[config.mk]
export PLATFORM = sky130hd
export DESIGN_NAME = ultrasonic_echo_ranger_unit_flat
export DESIGN_NICKNAME = d
export VERILOG_FILES = /design/src/uer_pkg.sv /design/src/uer_tick_if.sv /design/src/uer_result_if.sv /design/src/uer_cfg_if.sv /design/src/uer_cfg_regs.sv /design/src/uer_divider.sv /design/src/uer_sequencer.sv /design/src/uer_datapath.sv /design/src/ultrasonic_echo_ranger_unit.sv /design/src/flat_wrapper.sv
export SDC_FILE = /design/constraint.sdc
export NUM_CORES = 1
export LEC_CHECK = 0
export BUFFER_PORTS_ARGS = -buffer_cell sky130_fd_sc_hd__buf_2
export CORE_UTILIZATION = 55
export CTS_BUF_LIST = sky130_fd_sc_hd__clkbuf_4 sky130_fd_sc_hd__clkbuf_8
export CTS_CLUSTER_DIAMETER = 100
export DETAILED_ROUTE_END_ITERATION = 7
export PLACE_DENSITY = 0.72
export RECOVER_POWER = 25
export SLEW_MARGIN = 40
export SYNTH_ARGS = -nofsm -noshare
export SYNTH_HDL_FRONTEND = slang
export SYNTH_SLANG_ARGS = --single-unit
[constraint.sdc]
create_clock -name clk -period 7.5 [get_ports clk]
set_input_delay 1.5 -clock clk [delete_from_list [all_inputs] [get_ports clk]]
set_output_delay 1.5 -clock clk [all_outputs]
set_load 0.01 [all_outputs]
[src/uer_pkg.sv]
package uer_pkg;

    // Fixed field widths of the ranging block.
    localparam int MS_W       = 10;
    localparam int PING_W     = 4;
    localparam int SUM_W      = 14;
    localparam int FRAC_W     = 8;
    localparam int DIST_W     = 18;
    localparam int TPC_W      = 16;
    localparam int TRIG_W     = 16;
    localparam int CM_W       = 10;
    localparam int GAP_W      = 8;
    localparam int CFG_IDX_W  = 3;
    localparam int CFG_DATA_W = 16;
    localparam int MEAN_DVD_W = SUM_W + FRAC_W;
    localparam int STEP_W     = 3;

    // Largest number of pings averaged in one measurement.
    localparam int MAX_PINGS = 8;

    // Register values after reset.
    localparam logic [TPC_W-1:0]  RST_TICKS_PER_CM = 16'd72;
    localparam logic [MS_W-1:0]   RST_TIMEOUT_MS   = 10'd100;
    localparam logic [CM_W-1:0]   RST_MIN_CM       = 10'd2;
    localparam logic [CM_W-1:0]   RST_MAX_CM       = 10'd400;
    localparam logic [PING_W-1:0] RST_PING_COUNT   = 4'd5;
    localparam logic [GAP_W-1:0]  RST_GAP_MS       = 8'd20;
    localparam logic [TRIG_W-1:0] RST_TRIG_TICKS   = 16'd100;

    typedef enum logic [2:0] {
        PH_IDLE = 3'd0,
        PH_LOW  = 3'd1,
        PH_TRIG = 3'd2,
        PH_WAIT = 3'd3,
        PH_ECHO = 3'd4,
        PH_GAP  = 3'd5
    } phase_t;

    typedef enum logic [CFG_IDX_W-1:0] {
        REG_TICKS_PER_CM = 3'd0,
        REG_TIMEOUT_MS   = 3'd1,
        REG_MIN_CM       = 3'd2,
        REG_MAX_CM       = 3'd3,
        REG_PING_COUNT   = 3'd4,
        REG_GAP_MS       = 3'd5,
        REG_TRIG_TICKS   = 3'd6
    } cfg_reg_t;

    typedef struct packed {
        logic [TPC_W-1:0]  ticks_per_cm;
        logic [MS_W-1:0]   timeout_ms;
        logic [CM_W-1:0]   min_cm;
        logic [CM_W-1:0]   max_cm;
        logic [PING_W-1:0] ping_count;
        logic [GAP_W-1:0]  gap_ms;
        logic [TRIG_W-1:0] trig_ticks;
    } cfg_t;

    // Microcode fields.
    typedef enum logic [2:0] {
        OP_NONE,
        OP_TICK,
        OP_LOAD_DIST,
        OP_LOAD_MEAN,
        OP_DIV_STEP,
        OP_ACCUM
    } uop_t;

    typedef enum logic [1:0] {
        J_NEXT,
        J_GOTO,
        J_DIV_LOOP,
        J_DISPATCH
    } ujmp_t;

    typedef enum logic [1:0] {
        EMIT_NONE,
        EMIT_PLAIN,
        EMIT_MEAN
    } emit_t;

    typedef logic [STEP_W-1:0] step_t;

    localparam step_t STEP_FETCH     = 3'd0;
    localparam step_t STEP_DIST_LOAD = 3'd1;
    localparam step_t STEP_DIST_RUN  = 3'd2;
    localparam step_t STEP_DIST_ACC  = 3'd3;
    localparam step_t STEP_MEAN_LOAD = 3'd4;
    localparam step_t STEP_MEAN_RUN  = 3'd5;
    localparam step_t STEP_MEAN_OUT  = 3'd6;

    typedef struct packed {
        logic  rdy;
        uop_t  op;
        ujmp_t jmp;
        step_t target;
        emit_t emit;
    } ucode_t;

    // Control strobes from the sequencer to the datapath and divider.
    typedef struct packed {
        logic tick;
        logic div_load;
        logic div_mean;
        logic div_step;
        logic accum;
        logic emit;
        logic emit_mean;
    } ctl_t;

    // Status from the datapath that steers the dispatch jump.
    typedef struct packed {
        logic dist_req;
        logic mean_req;
    } stat_t;

    typedef struct packed {
        logic              trig_level;
        logic              busy_res;
        logic              done_res;
        logic              no_echo;
        logic [DIST_W-1:0] distance_q8;
        logic [PING_W-1:0] valid_pings;
    } res_t;

    // The control program, one word per step.
    function automatic ucode_t ucode_rom(input step_t step);
        ucode_t w;
        unique case (step)
            STEP_FETCH:
                w = '{rdy: 1'b1, op: OP_TICK, jmp: J_DISPATCH,
                      target: STEP_FETCH, emit: EMIT_PLAIN};
            STEP_DIST_LOAD:
                w = '{rdy: 1'b0, op: OP_LOAD_DIST, jmp: J_NEXT,
                      target: STEP_FETCH, emit: EMIT_NONE};
            STEP_DIST_RUN:
                w = '{rdy: 1'b0, op: OP_DIV_STEP, jmp: J_DIV_LOOP,
                      target: STEP_FETCH, emit: EMIT_NONE};
            STEP_DIST_ACC:
                w = '{rdy: 1'b0, op: OP_ACCUM, jmp: J_GOTO,
                      target: STEP_FETCH, emit: EMIT_PLAIN};
            STEP_MEAN_LOAD:
                w = '{rdy: 1'b0, op: OP_LOAD_MEAN, jmp: J_NEXT,
                      target: STEP_FETCH, emit: EMIT_NONE};
            STEP_MEAN_RUN:
                w = '{rdy: 1'b0, op: OP_DIV_STEP, jmp: J_DIV_LOOP,
                      target: STEP_FETCH, emit: EMIT_NONE};
            STEP_MEAN_OUT:
                w = '{rdy: 1'b0, op: OP_NONE, jmp: J_GOTO,
                      target: STEP_FETCH, emit: EMIT_MEAN};
            default:
                w = '{rdy: 1'b0, op: OP_NONE, jmp: J_GOTO,
                      target: STEP_FETCH, emit: EMIT_NONE};
        endcase
        return w;
    endfunction

endpackage

[src/uer_tick_if.sv]
interface uer_tick_if;
    logic valid;
    logic ready;
    logic start_req;
    logic echo_level;
    logic ms_strobe;

    modport source (output valid, output start_req, output echo_level,
                    output ms_strobe, input ready);
    modport sink (input valid, input start_req, input echo_level,
                  input ms_strobe, output ready);
endinterface

[src/uer_result_if.sv]
interface uer_result_if;
    logic                           valid;
    logic                           ready;
    logic                           trig_level;
    logic                           busy_res;
    logic                           done_res;
    logic                           no_echo;
    logic [uer_pkg::DIST_W-1:0]     distance_q8;
    logic [uer_pkg::PING_W-1:0]     valid_pings;

    modport source (output valid, output trig_level, output busy_res, output done_res,
                    output no_echo, output distance_q8, output valid_pings,
                    input ready);
    modport sink (input valid, input trig_level, input busy_res, input done_res,
                  input no_echo, input distance_q8, input valid_pings,
                  output ready);
endinterface

[src/uer_cfg_if.sv]
interface uer_cfg_if;
    logic                              valid;
    logic                              ready;
    logic [uer_pkg::CFG_IDX_W-1:0]     index;
    logic [uer_pkg::CFG_DATA_W-1:0]    data;

    modport source (output valid, output index, output data, input ready);
    modport sink (input valid, input index, input data, output ready);
endinterface

[src/uer_cfg_regs.sv]
module uer_cfg_regs (
    input  logic          clk,
    input  logic          rst_n,
    uer_cfg_if.sink       cfg,
    output uer_pkg::cfg_t conf
);

    uer_pkg::cfg_t conf_reg;
    uer_pkg::cfg_t conf_next;

    assign cfg.ready = 1'b1;
    assign conf      = conf_reg;

    // Register write decode; indexes past the list are dropped.
    always_comb
    begin
        conf_next = conf_reg;
        if (cfg.valid)
        begin
            unique case (cfg.index)
                uer_pkg::REG_TICKS_PER_CM: conf_next.ticks_per_cm = cfg.data[uer_pkg::TPC_W-1:0];
                uer_pkg::REG_TIMEOUT_MS:   conf_next.timeout_ms   = cfg.data[uer_pkg::MS_W-1:0];
                uer_pkg::REG_MIN_CM:       conf_next.min_cm       = cfg.data[uer_pkg::CM_W-1:0];
                uer_pkg::REG_MAX_CM:       conf_next.max_cm       = cfg.data[uer_pkg::CM_W-1:0];
                uer_pkg::REG_PING_COUNT:   conf_next.ping_count   = cfg.data[uer_pkg::PING_W-1:0];
                uer_pkg::REG_GAP_MS:       conf_next.gap_ms       = cfg.data[uer_pkg::GAP_W-1:0];
                uer_pkg::REG_TRIG_TICKS:   conf_next.trig_ticks   = cfg.data[uer_pkg::TRIG_W-1:0];
                default:                   conf_next = conf_reg;
            endcase
        end
    end

    // Configuration registers with their documented reset values.
    always_ff @(posedge clk or negedge rst_n)
    begin
        if (!rst_n)
        begin
            conf_reg.ticks_per_cm <= uer_pkg::RST_TICKS_PER_CM;
            conf_reg.timeout_ms   <= uer_pkg::RST_TIMEOUT_MS;
            conf_reg.min_cm       <= uer_pkg::RST_MIN_CM;
            conf_reg.max_cm       <= uer_pkg::RST_MAX_CM;
            conf_reg.ping_count   <= uer_pkg::RST_PING_COUNT;
            conf_reg.gap_ms       <= uer_pkg::RST_GAP_MS;
            conf_reg.trig_ticks   <= uer_pkg::RST_TRIG_TICKS;
        end
        else
        begin
            conf_reg <= conf_next;
        end
    end

endmodule

[src/uer_divider.sv]
module uer_divider #(
    parameter int DVD_W = 24
) (
    input  logic                      clk,
    input  logic                      rst_n,
    input  logic                      load,
    input  logic                      step,
    input  logic [DVD_W-1:0]          dividend,
    input  logic [uer_pkg::TPC_W-1:0] divisor,
    output logic [DVD_W-1:0]          quotient,
    output logic                      last
);

    localparam int CNT_W = $clog2(DVD_W + 1);

    logic [DVD_W-1:0]          quo_reg;
    logic [DVD_W-1:0]          quo_next;
    logic [uer_pkg::TPC_W:0]   rem_reg;
    logic [uer_pkg::TPC_W:0]   rem_next;
    logic [uer_pkg::TPC_W-1:0] dsr_reg;
    logic [uer_pkg::TPC_W-1:0] dsr_next;
    logic [CNT_W-1:0]          cnt_reg;
    logic [CNT_W-1:0]          cnt_next;
    logic [uer_pkg::TPC_W:0]   rem_sh;

    assign quotient = quo_reg;
    assign last     = (cnt_reg == CNT_W'(1));

    // Restoring division, one quotient bit per step, MSB first.
    always_comb
    begin
        quo_next = quo_reg;
        rem_next = rem_reg;
        dsr_next = dsr_reg;
        cnt_next = cnt_reg;
        rem_sh   = {rem_reg[uer_pkg::TPC_W-1:0], quo_reg[DVD_W-1]};
        if (load)
        begin
            quo_next = dividend;
            rem_next = '0;
            dsr_next = divisor;
            cnt_next = CNT_W'(DVD_W);
        end
        else if (step)
        begin
            if (rem_sh >= {1'b0, dsr_reg})
            begin
                rem_next = rem_sh - {1'b0, dsr_reg};
                quo_next = {quo_reg[DVD_W-2:0], 1'b1};
            end
            else
            begin
                rem_next = rem_sh;
                quo_next = {quo_reg[DVD_W-2:0], 1'b0};
            end
            cnt_next = cnt_reg - CNT_W'(1);
        end
    end

    // Bit counter.
    always_ff @(posedge clk or negedge rst_n)
    begin
        if (!rst_n)
        begin
            cnt_reg <= '0;
        end
        else
        begin
            cnt_reg <= cnt_next;
        end
    end

    // Working registers.
    always_ff @(posedge clk)
    begin
        quo_reg <= quo_next;
        rem_reg <= rem_next;
        dsr_reg <= dsr_next;
    end

endmodule

[src/uer_sequencer.sv]
module uer_sequencer (
    input  logic           clk,
    input  logic           rst_n,
    input  logic           in_valid,
    input  logic           out_free,
    input  uer_pkg::stat_t stat,
    input  logic           div_last,
    output logic           in_ready,
    output uer_pkg::ctl_t  ctl
);

    uer_pkg::step_t  step_reg;
    uer_pkg::step_t  step_next;
    uer_pkg::ucode_t w;
    logic            fire;
    logic            hold;
    logic            divert;

    assign w        = uer_pkg::ucode_rom(step_reg);
    assign in_ready = w.rdy && out_free;
    assign fire     = in_ready && in_valid;

    // A fetch step waits for a transaction, an output step for a free slot.
    assign hold = w.rdy ? !fire : ((w.emit != uer_pkg::EMIT_NONE) && !out_free);

    // The dispatch jump leaves the fetch step when a division must follow.
    assign divert = (w.jmp == uer_pkg::J_DISPATCH) && (stat.dist_req || stat.mean_req);

    // Decode of the control word into strobes.
    always_comb
    begin
        ctl.tick      = !hold && (w.op == uer_pkg::OP_TICK);
        ctl.div_load  = !hold && ((w.op == uer_pkg::OP_LOAD_DIST) ||
                                  (w.op == uer_pkg::OP_LOAD_MEAN));
        ctl.div_mean  = (w.op == uer_pkg::OP_LOAD_MEAN);
        ctl.div_step  = !hold && (w.op == uer_pkg::OP_DIV_STEP);
        ctl.accum     = !hold && (w.op == uer_pkg::OP_ACCUM);
        ctl.emit      = !hold && !divert && (w.emit != uer_pkg::EMIT_NONE);
        ctl.emit_mean = (w.emit == uer_pkg::EMIT_MEAN);
    end

    // Next step selection.
    always_comb
    begin
        step_next = step_reg;
        if (!hold)
        begin
            unique case (w.jmp)
                uer_pkg::J_NEXT:
                    step_next = uer_pkg::STEP_W'(step_reg + 1'b1);
                uer_pkg::J_GOTO:
                    step_next = w.target;
                uer_pkg::J_DIV_LOOP:
                    step_next = div_last ? uer_pkg::STEP_W'(step_reg + 1'b1) : step_reg;
                uer_pkg::J_DISPATCH:
                begin
                    priority if (stat.dist_req)
                        step_next = uer_pkg::STEP_DIST_LOAD;
                    else if (stat.mean_req)
                        step_next = uer_pkg::STEP_MEAN_LOAD;
                    else
                        step_next = w.target;
                end
                default:
                    step_next = uer_pkg::STEP_FETCH;
            endcase
        end
    end

    // Step counter.
    always_ff @(posedge clk or negedge rst_n)
    begin
        if (!rst_n)
        begin
            step_reg <= uer_pkg::STEP_FETCH;
        end
        else
        begin
            step_reg <= step_next;
        end
    end

endmodule

[src/uer_datapath.sv]
module uer_datapath #(
    parameter int COUNT_WIDTH = 24,
    parameter int DVD_W       = 24
) (
    input  logic                      clk,
    input  logic                      rst_n,
    input  logic                      start_req,
    input  logic                      echo_level,
    input  logic                      ms_strobe,
    input  uer_pkg::cfg_t             conf,
    input  uer_pkg::ctl_t             ctl,
    input  logic [DVD_W-1:0]          quotient,
    output logic [DVD_W-1:0]          dividend,
    output logic [uer_pkg::TPC_W-1:0] divisor,
    output uer_pkg::stat_t            stat,
    output uer_pkg::res_t             res
);

    uer_pkg::phase_t                phase_reg, phase_next, tk_phase;
    logic [COUNT_WIDTH-1:0]         tick_reg, tick_next, tk_tick, tick_inc;
    logic [uer_pkg::MS_W-1:0]       ms_reg, ms_next, tk_ms, ms_inc, gap_ms;
    logic [uer_pkg::PING_W-1:0]     ping_reg, ping_next, tk_ping, ping_inc, pings;
    logic [uer_pkg::PING_W-1:0]     valid_reg, valid_next, tk_valid;
    logic [uer_pkg::SUM_W-1:0]      sum_reg, sum_next, tk_sum;
    logic                           done_reg, done_next, tk_done;
    logic [uer_pkg::TRIG_W-1:0]     trig_len;
    logic                           timed_out;
    logic                           in_range;

    assign tick_inc  = tick_reg + COUNT_WIDTH'(1);
    assign ms_inc    = ms_reg + uer_pkg::MS_W'(1);
    assign ping_inc  = ping_reg + uer_pkg::PING_W'(1);
    assign trig_len  = (conf.trig_ticks == '0) ? uer_pkg::TRIG_W'(1) : conf.trig_ticks;
    assign timed_out = ms_strobe && (ms_reg >= conf.timeout_ms);
    assign in_range  = (quotient >= DVD_W'(conf.min_cm)) && (quotient <= DVD_W'(conf.max_cm));

    // Ping count clamped to one through the largest supported count.
    always_comb
    begin
        priority if (conf.ping_count == '0)
            pings = uer_pkg::PING_W'(1);
        else if (conf.ping_count > uer_pkg::PING_W'(uer_pkg::MAX_PINGS))
            pings = uer_pkg::PING_W'(uer_pkg::MAX_PINGS);
        else
            pings = conf.ping_count;
    end

    // Division operands: echo count by calibration, or scaled sum by valid ping count.
    always_comb
    begin
        if (ctl.div_mean)
        begin
            dividend = DVD_W'({sum_reg, {uer_pkg::FRAC_W{1'b0}}});
            divisor  = uer_pkg::TPC_W'(valid_reg);
        end
        else
        begin
            dividend = DVD_W'(tick_reg);
            divisor  = (conf.ticks_per_cm == '0) ? uer_pkg::TPC_W'(1) : conf.ticks_per_cm;
        end
    end

    // One tick of the ranging state machine.
    always_comb
    begin
        tk_phase      = phase_reg;
        tk_tick       = tick_reg;
        tk_ms         = ms_reg;
        tk_ping       = ping_reg;
        tk_valid      = valid_reg;
        tk_sum        = sum_reg;
        tk_done       = 1'b0;
        stat.dist_req = 1'b0;
        gap_ms        = (ms_strobe && (ms_reg != '1)) ? ms_inc : ms_reg;
        unique case (phase_reg)
            uer_pkg::PH_IDLE:
            begin
                if (start_req)
                begin
                    tk_phase = uer_pkg::PH_LOW;
                    tk_tick  = '0;
                    tk_ms    = '0;
                    tk_ping  = '0;
                    tk_valid = '0;
                    tk_sum   = '0;
                end
            end
            uer_pkg::PH_LOW:
            begin
                if (ms_strobe)
                begin
                    tk_phase = uer_pkg::PH_TRIG;
                    tk_tick  = '0;
                end
            end
            uer_pkg::PH_TRIG:
            begin
                if ((tick_inc >= COUNT_WIDTH'(trig_len)) || (tick_inc == '0))
                begin
                    tk_phase = uer_pkg::PH_WAIT;
                    tk_tick  = '0;
                    tk_ms    = '0;
                end
                else
                begin
                    tk_tick = tick_inc;
                end
            end
            uer_pkg::PH_WAIT:
            begin
                if (echo_level)
                begin
                    // The rising tick counts as the first echo tick.
                    tk_phase = uer_pkg::PH_ECHO;
                    tk_tick  = COUNT_WIDTH'(1);
                    tk_ms    = '0;
                    if (ms_strobe)
                    begin
                        if (conf.timeout_ms == '0)
                            tk_phase = uer_pkg::PH_GAP;
                        else
                            tk_ms = uer_pkg::MS_W'(1);
                    end
                end
                else if (ms_strobe)
                begin
                    if (timed_out)
                    begin
                        tk_phase = uer_pkg::PH_GAP;
                        tk_ms    = '0;
                    end
                    else
                    begin
                        tk_ms = ms_inc;
                    end
                end
            end
            uer_pkg::PH_ECHO:
            begin
                if (echo_level)
                begin
                    if (tick_reg != '1)
                        tk_tick = tick_inc;
                    if (ms_strobe)
                    begin
                        if (timed_out)
                        begin
                            tk_phase = uer_pkg::PH_GAP;
                            tk_ms    = '0;
                        end
                        else
                        begin
                            tk_ms = ms_inc;
                        end
                    end
                end
                else
                begin
                    // Echo fell: the count goes to the divider.
                    stat.dist_req = 1'b1;
                    tk_phase      = uer_pkg::PH_GAP;
                    tk_ms         = '0;
                end
            end
            uer_pkg::PH_GAP:
            begin
                if (gap_ms >= uer_pkg::MS_W'(conf.gap_ms))
                begin
                    tk_ping = ping_inc;
                    tk_ms   = '0;
                    tk_tick = '0;
                    if (ping_inc >= pings)
                    begin
                        tk_phase = uer_pkg::PH_IDLE;
                        tk_done  = 1'b1;
                    end
                    else
                    begin
                        tk_phase = uer_pkg::PH_LOW;
                    end
                end
                else
                begin
                    tk_ms = gap_ms;
                end
            end
            default:
            begin
                tk_phase = uer_pkg::PH_IDLE;
            end
        endcase
        stat.mean_req = tk_done && (tk_valid != '0);
    end

    // Register update: a tick, an accumulation of a finished in-range ping, or hold.
    always_comb
    begin
        phase_next = phase_reg;
        tick_next  = tick_reg;
        ms_next    = ms_reg;
        ping_next  = ping_reg;
        valid_next = valid_reg;
        sum_next   = sum_reg;
        done_next  = done_reg;
        if (ctl.tick)
        begin
            phase_next = tk_phase;
            tick_next  = tk_tick;
            ms_next    = tk_ms;
            ping_next  = tk_ping;
            valid_next = tk_valid;
            sum_next   = tk_sum;
            done_next  = tk_done;
        end
        else if (ctl.accum && in_range)
        begin
            sum_next   = sum_reg + uer_pkg::SUM_W'(quotient[uer_pkg::CM_W-1:0]);
            valid_next = valid_reg + uer_pkg::PING_W'(1);
        end
    end

    // Result fields are taken from the updated state.
    always_comb
    begin
        res.trig_level  = (phase_next == uer_pkg::PH_TRIG);
        res.busy_res    = (phase_next != uer_pkg::PH_IDLE);
        res.done_res    = done_next;
        res.no_echo     = done_next && (valid_next == '0);
        res.valid_pings = done_next ? valid_next : '0;
        res.distance_q8 = ctl.emit_mean ? quotient[uer_pkg::DIST_W-1:0] : '0;
    end

    // Ranging state registers.
    always_ff @(posedge clk or negedge rst_n)
    begin
        if (!rst_n)
        begin
            phase_reg <= uer_pkg::PH_IDLE;
            tick_reg  <= '0;
            ms_reg    <= '0;
            ping_reg  <= '0;
            valid_reg <= '0;
            sum_reg   <= '0;
            done_reg  <= 1'b0;
        end
        else
        begin
            phase_reg <= phase_next;
            tick_reg  <= tick_next;
            ms_reg    <= ms_next;
            ping_reg  <= ping_next;
            valid_reg <= valid_next;
            sum_reg   <= sum_next;
            done_reg  <= done_next;
        end
    end

endmodule

[src/ultrasonic_echo_ranger_unit.sv]
// Channel  Role    Payload                                              Transfer
// tick     sink    start_req, echo_level, ms_strobe                      valid & ready
// result   source  trig_level, busy_res, done_res, no_echo,              valid & ready
//                  distance_q8, valid_pings
// cfg      sink    index, data                                           valid & ready
//
// Most tick transactions are handled in the fetch step of the microprogram.
// A tick that ends a ping's echo, and a tick that finishes a measurement with at
// least one valid ping, run the shared restoring divider, whose width DVD_W is
// the larger of COUNT_WIDTH and 22. Reset clears the sequencer, the ranging
// state and the output slot, and loads the register defaults; there is no
// clearing pass. One result waits in the output register; a new tick is taken in
// the fetch step when that slot is empty or being drained.
module ultrasonic_echo_ranger_unit #(
    parameter int COUNT_WIDTH = 24
) (
    input  logic          clk,
    input  logic          rst_n,
    uer_tick_if.sink      tick,
    uer_result_if.source  result,
    uer_cfg_if.sink       cfg
);

    localparam int DVD_W = (COUNT_WIDTH > uer_pkg::MEAN_DVD_W) ? COUNT_WIDTH
                                                              : uer_pkg::MEAN_DVD_W;

    uer_pkg::cfg_t             conf;
    uer_pkg::ctl_t             ctl;
    uer_pkg::stat_t            stat;
    uer_pkg::res_t             res;
    uer_pkg::res_t             res_reg;
    logic                      out_valid_reg;
    logic                      out_valid_next;
    logic                      out_free;
    logic                      div_last;
    logic [DVD_W-1:0]          quotient;
    logic [DVD_W-1:0]          dividend;
    logic [uer_pkg::TPC_W-1:0] divisor;

    assign out_free = !out_valid_reg || result.ready;

    uer_cfg_regs u_cfg_regs (
        .clk  (clk),
        .rst_n(rst_n),
        .cfg  (cfg),
        .conf (conf)
    );

    uer_sequencer u_sequencer (
        .clk     (clk),
        .rst_n   (rst_n),
        .in_valid(tick.valid),
        .out_free(out_free),
        .stat    (stat),
        .div_last(div_last),
        .in_ready(tick.ready),
        .ctl     (ctl)
    );

    uer_divider #(
        .DVD_W(DVD_W)
    ) u_divider (
        .clk     (clk),
        .rst_n   (rst_n),
        .load    (ctl.div_load),
        .step    (ctl.div_step),
        .dividend(dividend),
        .divisor (divisor),
        .quotient(quotient),
        .last    (div_last)
    );

    uer_datapath #(
        .COUNT_WIDTH(COUNT_WIDTH),
        .DVD_W      (DVD_W)
    ) u_datapath (
        .clk       (clk),
        .rst_n     (rst_n),
        .start_req (tick.start_req),
        .echo_level(tick.echo_level),
        .ms_strobe (tick.ms_strobe),
        .conf      (conf),
        .ctl       (ctl),
        .quotient  (quotient),
        .dividend  (dividend),
        .divisor   (divisor),
        .stat      (stat),
        .res       (res)
    );

    // Output slot occupancy.
    always_comb
    begin
        out_valid_next = out_valid_reg;
        if (ctl.emit)
            out_valid_next = 1'b1;
        else if (result.ready)
            out_valid_next = 1'b0;
    end

    always_ff @(posedge clk or negedge rst_n)
    begin
        if (!rst_n)
        begin
            out_valid_reg <= 1'b0;
        end
        else
        begin
            out_valid_reg <= out_valid_next;
        end
    end

    // Output payload register.
    always_ff @(posedge clk)
    begin
        if (ctl.emit)
        begin
            res_reg <= res;
        end
    end

    assign result.valid       = out_valid_reg;
    assign result.trig_level  = res_reg.trig_level;
    assign result.busy_res    = res_reg.busy_res;
    assign result.done_res    = res_reg.done_res;
    assign result.no_echo     = res_reg.no_echo;
    assign result.distance_q8 = res_reg.distance_q8;
    assign result.valid_pings = res_reg.valid_pings;

endmodule
[src/flat_wrapper.sv]
// flat-port wrapper written by rule: the top's interface ports become plain ports
module ultrasonic_echo_ranger_unit_flat 
#(
    parameter int COUNT_WIDTH = 24
)
  (clk, rst_n, tick_valid, tick_start_req, tick_echo_level, tick_ms_strobe, tick_ready, result_valid, result_trig_level, result_busy_res, result_done_res, result_no_echo, result_distance_q8, result_valid_pings, result_ready, cfg_valid, cfg_index, cfg_data, cfg_ready);
  uer_tick_if tick_i ();
  uer_result_if result_i ();
  uer_cfg_if cfg_i ();
  input  logic clk;
  input  logic rst_n;
  input wire logic [$bits(tick_i.valid)-1:0] tick_valid;
  input wire logic [$bits(tick_i.start_req)-1:0] tick_start_req;
  input wire logic [$bits(tick_i.echo_level)-1:0] tick_echo_level;
  input wire logic [$bits(tick_i.ms_strobe)-1:0] tick_ms_strobe;
  output wire logic [$bits(tick_i.ready)-1:0] tick_ready;
  output wire logic [$bits(result_i.valid)-1:0] result_valid;
  output wire logic [$bits(result_i.trig_level)-1:0] result_trig_level;
  output wire logic [$bits(result_i.busy_res)-1:0] result_busy_res;
  output wire logic [$bits(result_i.done_res)-1:0] result_done_res;
  output wire logic [$bits(result_i.no_echo)-1:0] result_no_echo;
  output wire logic [$bits(result_i.distance_q8)-1:0] result_distance_q8;
  output wire logic [$bits(result_i.valid_pings)-1:0] result_valid_pings;
  input wire logic [$bits(result_i.ready)-1:0] result_ready;
  input wire logic [$bits(cfg_i.valid)-1:0] cfg_valid;
  input wire logic [$bits(cfg_i.index)-1:0] cfg_index;
  input wire logic [$bits(cfg_i.data)-1:0] cfg_data;
  output wire logic [$bits(cfg_i.ready)-1:0] cfg_ready;
  assign tick_i.valid = tick_valid;
  assign tick_i.start_req = tick_start_req;
  assign tick_i.echo_level = tick_echo_level;
  assign tick_i.ms_strobe = tick_ms_strobe;
  assign tick_ready = tick_i.ready;
  assign result_valid = result_i.valid;
  assign result_trig_level = result_i.trig_level;
  assign result_busy_res = result_i.busy_res;
  assign result_done_res = result_i.done_res;
  assign result_no_echo = result_i.no_echo;
  assign result_distance_q8 = result_i.distance_q8;
  assign result_valid_pings = result_i.valid_pings;
  assign result_i.ready = result_ready;
  assign cfg_i.valid = cfg_valid;
  assign cfg_i.index = cfg_index;
  assign cfg_i.data = cfg_data;
  assign cfg_ready = cfg_i.ready;
  ultrasonic_echo_ranger_unit #(.COUNT_WIDTH(COUNT_WIDTH)) u_core (.clk(clk), .rst_n(rst_n), .tick(tick_i), .result(result_i), .cfg(cfg_i));
endmodule
==> flow_summary.json <==
{
  "status": "finished clean",
  "synth_ff_type": "dfrtp_1",
  "cts_buffers": 40,
  "crit_arrival_ns": 4.94,
  "synth-seq-cells": 225,
  "whs_ns": 0.4744,
  "clockBufferDepth": 3,
  "pwr-share-comb_pct": 34.0,
  "dr.pass1.iters": 6,
  "drtAntennaViolNets": 0,
  "synth_area_leaders": "dfrtp_1, edfxtp_1, ha_1",
  "clock_sinks": 225,
  "worstReg2RegStart": "u_core.u_datapath.tick_reg[0]$_DFFE_PN0P_",
  "async_reset_ff_share_pct": 63.56,
  "areaGrowthSynthToFinish_pct": 10.38,
  "multi_input_area_um2": 6942,
  "power_per_cell_area_nw_per_um2": 307.4,
  "num_vias": 10571,
  "cts_tree": "built",
  "worstSetupPathType": "input pin to flip-flop",
  "drive_gt1_share_pct": 15.85,
  "ys_seq_area_share_pct": 43.91,
  "finalHoldViolCount": 0,
  "dieWidth_um": 158.3,
  "n_antenna_cell": 0,
  "synth_nets": 1522,
  "slowest_delay_ns": 0.56,
  "cts-root-buf": "clkbuf_8",
  "slew_violations": 0,
  "clkPwrFrac_pct": 26.6,
  "min-delay-start": "u_core.u_divider.rem_reg[15]$_SDFFE_PP0P_",
  "cp-start-kind": "input pin",
  "leakage_nw": 6.733,
  "syn_area_per_cell_um2": 9.612,
  "power.internal_mw": 2.883,
  "worst_pin_slew_ns": 0.8598,
  "dieArea_um2": 25060,
  "track_usage_pct": 26.63,
  "layout_commonest_cell": "nand2_1",
  "worstHoldPathType": "flip-flop to flip-flop",
  "grt_overflow_total": 0,
  "r2r_end": "u_core.u_datapath.tick_reg[3]$_DFFE_PN0P_",
  "synth.top_cell.area_share_pct": 23.65,
  "r2r_cells": 16,
  "place.gp.congestion": 0.9858,
  "final.setup.tns_ns": 0,
  "holdPathStages": 1,
  "grt_pass1_wl_mm": 51.52,
  "dp_hpwl_mm": 23.52,
  "syn_area_um2": 13440,
  "final_cell_mix": "nand2_1, dfrtp_1, inv_1, o21ai_0, ha_1",
  "port_buffers": 54,
  "rows": 56,
  "seq_area_um2": 5901,
  "cts_setup_buffers": 0,
  "synth_cell_types": 78,
  "ff2ff_setup_slack_ns": 2.95,
  "largest_reg_flops": 74,
  "wl_per_cell_um": 17.96,
  "wl_mm": 32.25,
  "timing.fmax_mhz": 211.7,
  "worstPathRequired_ns": 7.72,
  "min_period_over_period_pct": 62.98,
  "yosysWarnings": 0,
  "endpoint_kind": "flip-flop",
  "clock_latency_ns": 0.56,
  "grt_max_degree": 87,
  "finalSetupViolCount": 0,
  "drv_cap": 0,
  "htree_levels": 2,
  "grt_setup_unrepaired": "false",
  "ctsResizeCount": 0,
  "synth_edf_count": 66,
  "peakVddDrop_mv": 0.1642,
  "start_util_pct": 56.74,
  "pin_count": 56,
  "nets": 1569,
  "sw_frac_of_total_pct": 36.77,
  "slew_headroom_pct": 42.68,
  "dieHeight_um": 158.3,
  "grt_pass1_vias": 9964,
  "hold_end": "u_core.u_divider.rem_reg[15]$_SDFFE_PP0P_",
  "path_clk_slew_ns": 0.06,
  "drc": 0,
  "ctsHoldBuffers": 0,
  "yosysTopAreaCell": "dfrtp_1",
  "skew_ns": 0.02701,
  "path_max_fanout": 24,
  "path_cells": "buf_2, inv_1, nor2_1, nand4_1, xnor2_1, ha_1, a21o_1, a211oi_1, o21ai_0, a21oi_1, nor4_1, nor4_2, buf_4",
  "drtIter0Drc": 750,
  "core-area_um2": 23680,
  "syn_inst": 1398,
  "cp_slowest_cell": "nor4_2",
  "min_period_ns": 4.723,
  "fill_cells": 2051,
  "pwr-share-seq_pct": 39.4,
  "viasPerCell": 5.889,
  "p_switching_mw": 1.676,
  "antenna_found_initial": 0
}
-- through the flow --
stage | area (um2) | power [mW] | worst slack (ns) | cells | util (%)
after global placement | 13940 | 3.307 | 2.408 | 1721 | 58.88
after detailed placement | 13960 | 3.353 | 2.330 | 1721 | 58.97
after global routing | 14830 | 4.856 | 2.582 | 1795 | 62.63
after CTS | 14820 | 4.578 | 2.887 | 1794 | 62.60
final | 14830 | 4.559 | 2.777 | 1795 | 62.63
after floorplan | 13440 | 2.912 | 0.8661 | 1398 | -
-- cell families after synthesis --
| kind of cell | count (synthesis) | synth area share [%] |
|---|---|---|
| muxes | 78 | 6.350 |
| buffers and inverters | 160 | 4.842 |
| DFF | 225 | 43.91 |
| and+or+nand+nor | 488 | 18.15 |
| AOI/OAI and AO/OA | 300 | 14.39 |
| adders and majority gates | 97 | 9.143 |
| xor gates and xnor gates | 49 | 3.194 |
| other | 1 | 0.02791 |
-- metal layers --
layer,vias up,track usage [%],share of wire [%]
met4,0,10.16,3.1
met3,65,3.402,5.9
met2,343,41.75,45
li1,5108,-,-
met5,-,0,0
met1,5055,37.65,46
-- Yosys cell counts, types with 15 or more instances --
cell,instances
a21oi_1,56
o31ai_1,15
dfrtp_1,127
nand2_1,160
and3_1,28
xor2_1,23
dfstp_2,16
a21o_1,24
o21ai_0,98
nor4_1,22
nor3_1,41
a22o_1,17
edfxtp_1,66
nand3_1,44
nor2_1,89
and2_1,24
inv_1,99
mux2_2,58
ha_1,95
clkbuf_1,42
mux2i_1,20
xnor2_1,26
dfxtp_1,16
-- critical path, delay by kind of cell --
kind	cells	cell delay, ns
AO/OA/AOI/OAI	4	0.96
XOR/XNOR	1	0.21
adder cells (fa/ha/maj)	1	0.28
buffers and inverters	3	0.73
AND/OR/NAND/NOR	4	1.25
-- power groups by stage --
stage / registers (mW) / clock network, mW / logic [mW]
finish: 1.80 / 1.21 / 1.55
global placement: 1.81 / 0 / 1.50
detailed placement: 1.81 / 0 / 1.54
floorplan: 1.76 / 0 / 1.15
CTS: 1.79 / 1.24 / 1.55
global route: 1.83 / 1.29 / 1.74
-- final cells by class --
| type | instances | area share (%) |
|---|---|---|
| Tap cell | 319 | 2.691 |
| Sequential cell | 225 | 39.78 |
| Timing Repair Buffer | 64 | 2.379 |
| Clock inverter | 14 | 0.8267 |
| Inverter | 101 | 2.556 |
| Multi-Input combinational cell | 1013 | 46.80 |
| Clock buffer | 59 | 4.968 |
-- worst max path at each step --
stage / from / slack, ns / end
6_report: tick_ms_strobe / 2.78 / u_core.result.distance_q8[14]$_SDFFCE_PP0P_
5_1_grt: tick_ms_strobe / 2.58 / u_core.result.distance_q8[12]$_SDFFCE_PP0P_
4_1_cts: tick_ms_strobe / 2.89 / u_core.result.done_res$_DFFE_PP_
3_5_place_dp: tick_ms_strobe / 2.33 / u_core.result.distance_q8[14]$_SDFFCE_PP0P_
3_3_place_gp: tick_ms_strobe / 2.41 / u_core.result.distance_q8[14]$_SDFFCE_PP0P_
2_1_floorplan: tick_ms_strobe / 0.87 / u_core.result.busy_res$_DFFE_PP_
Power figures use the tool's default switching activity.
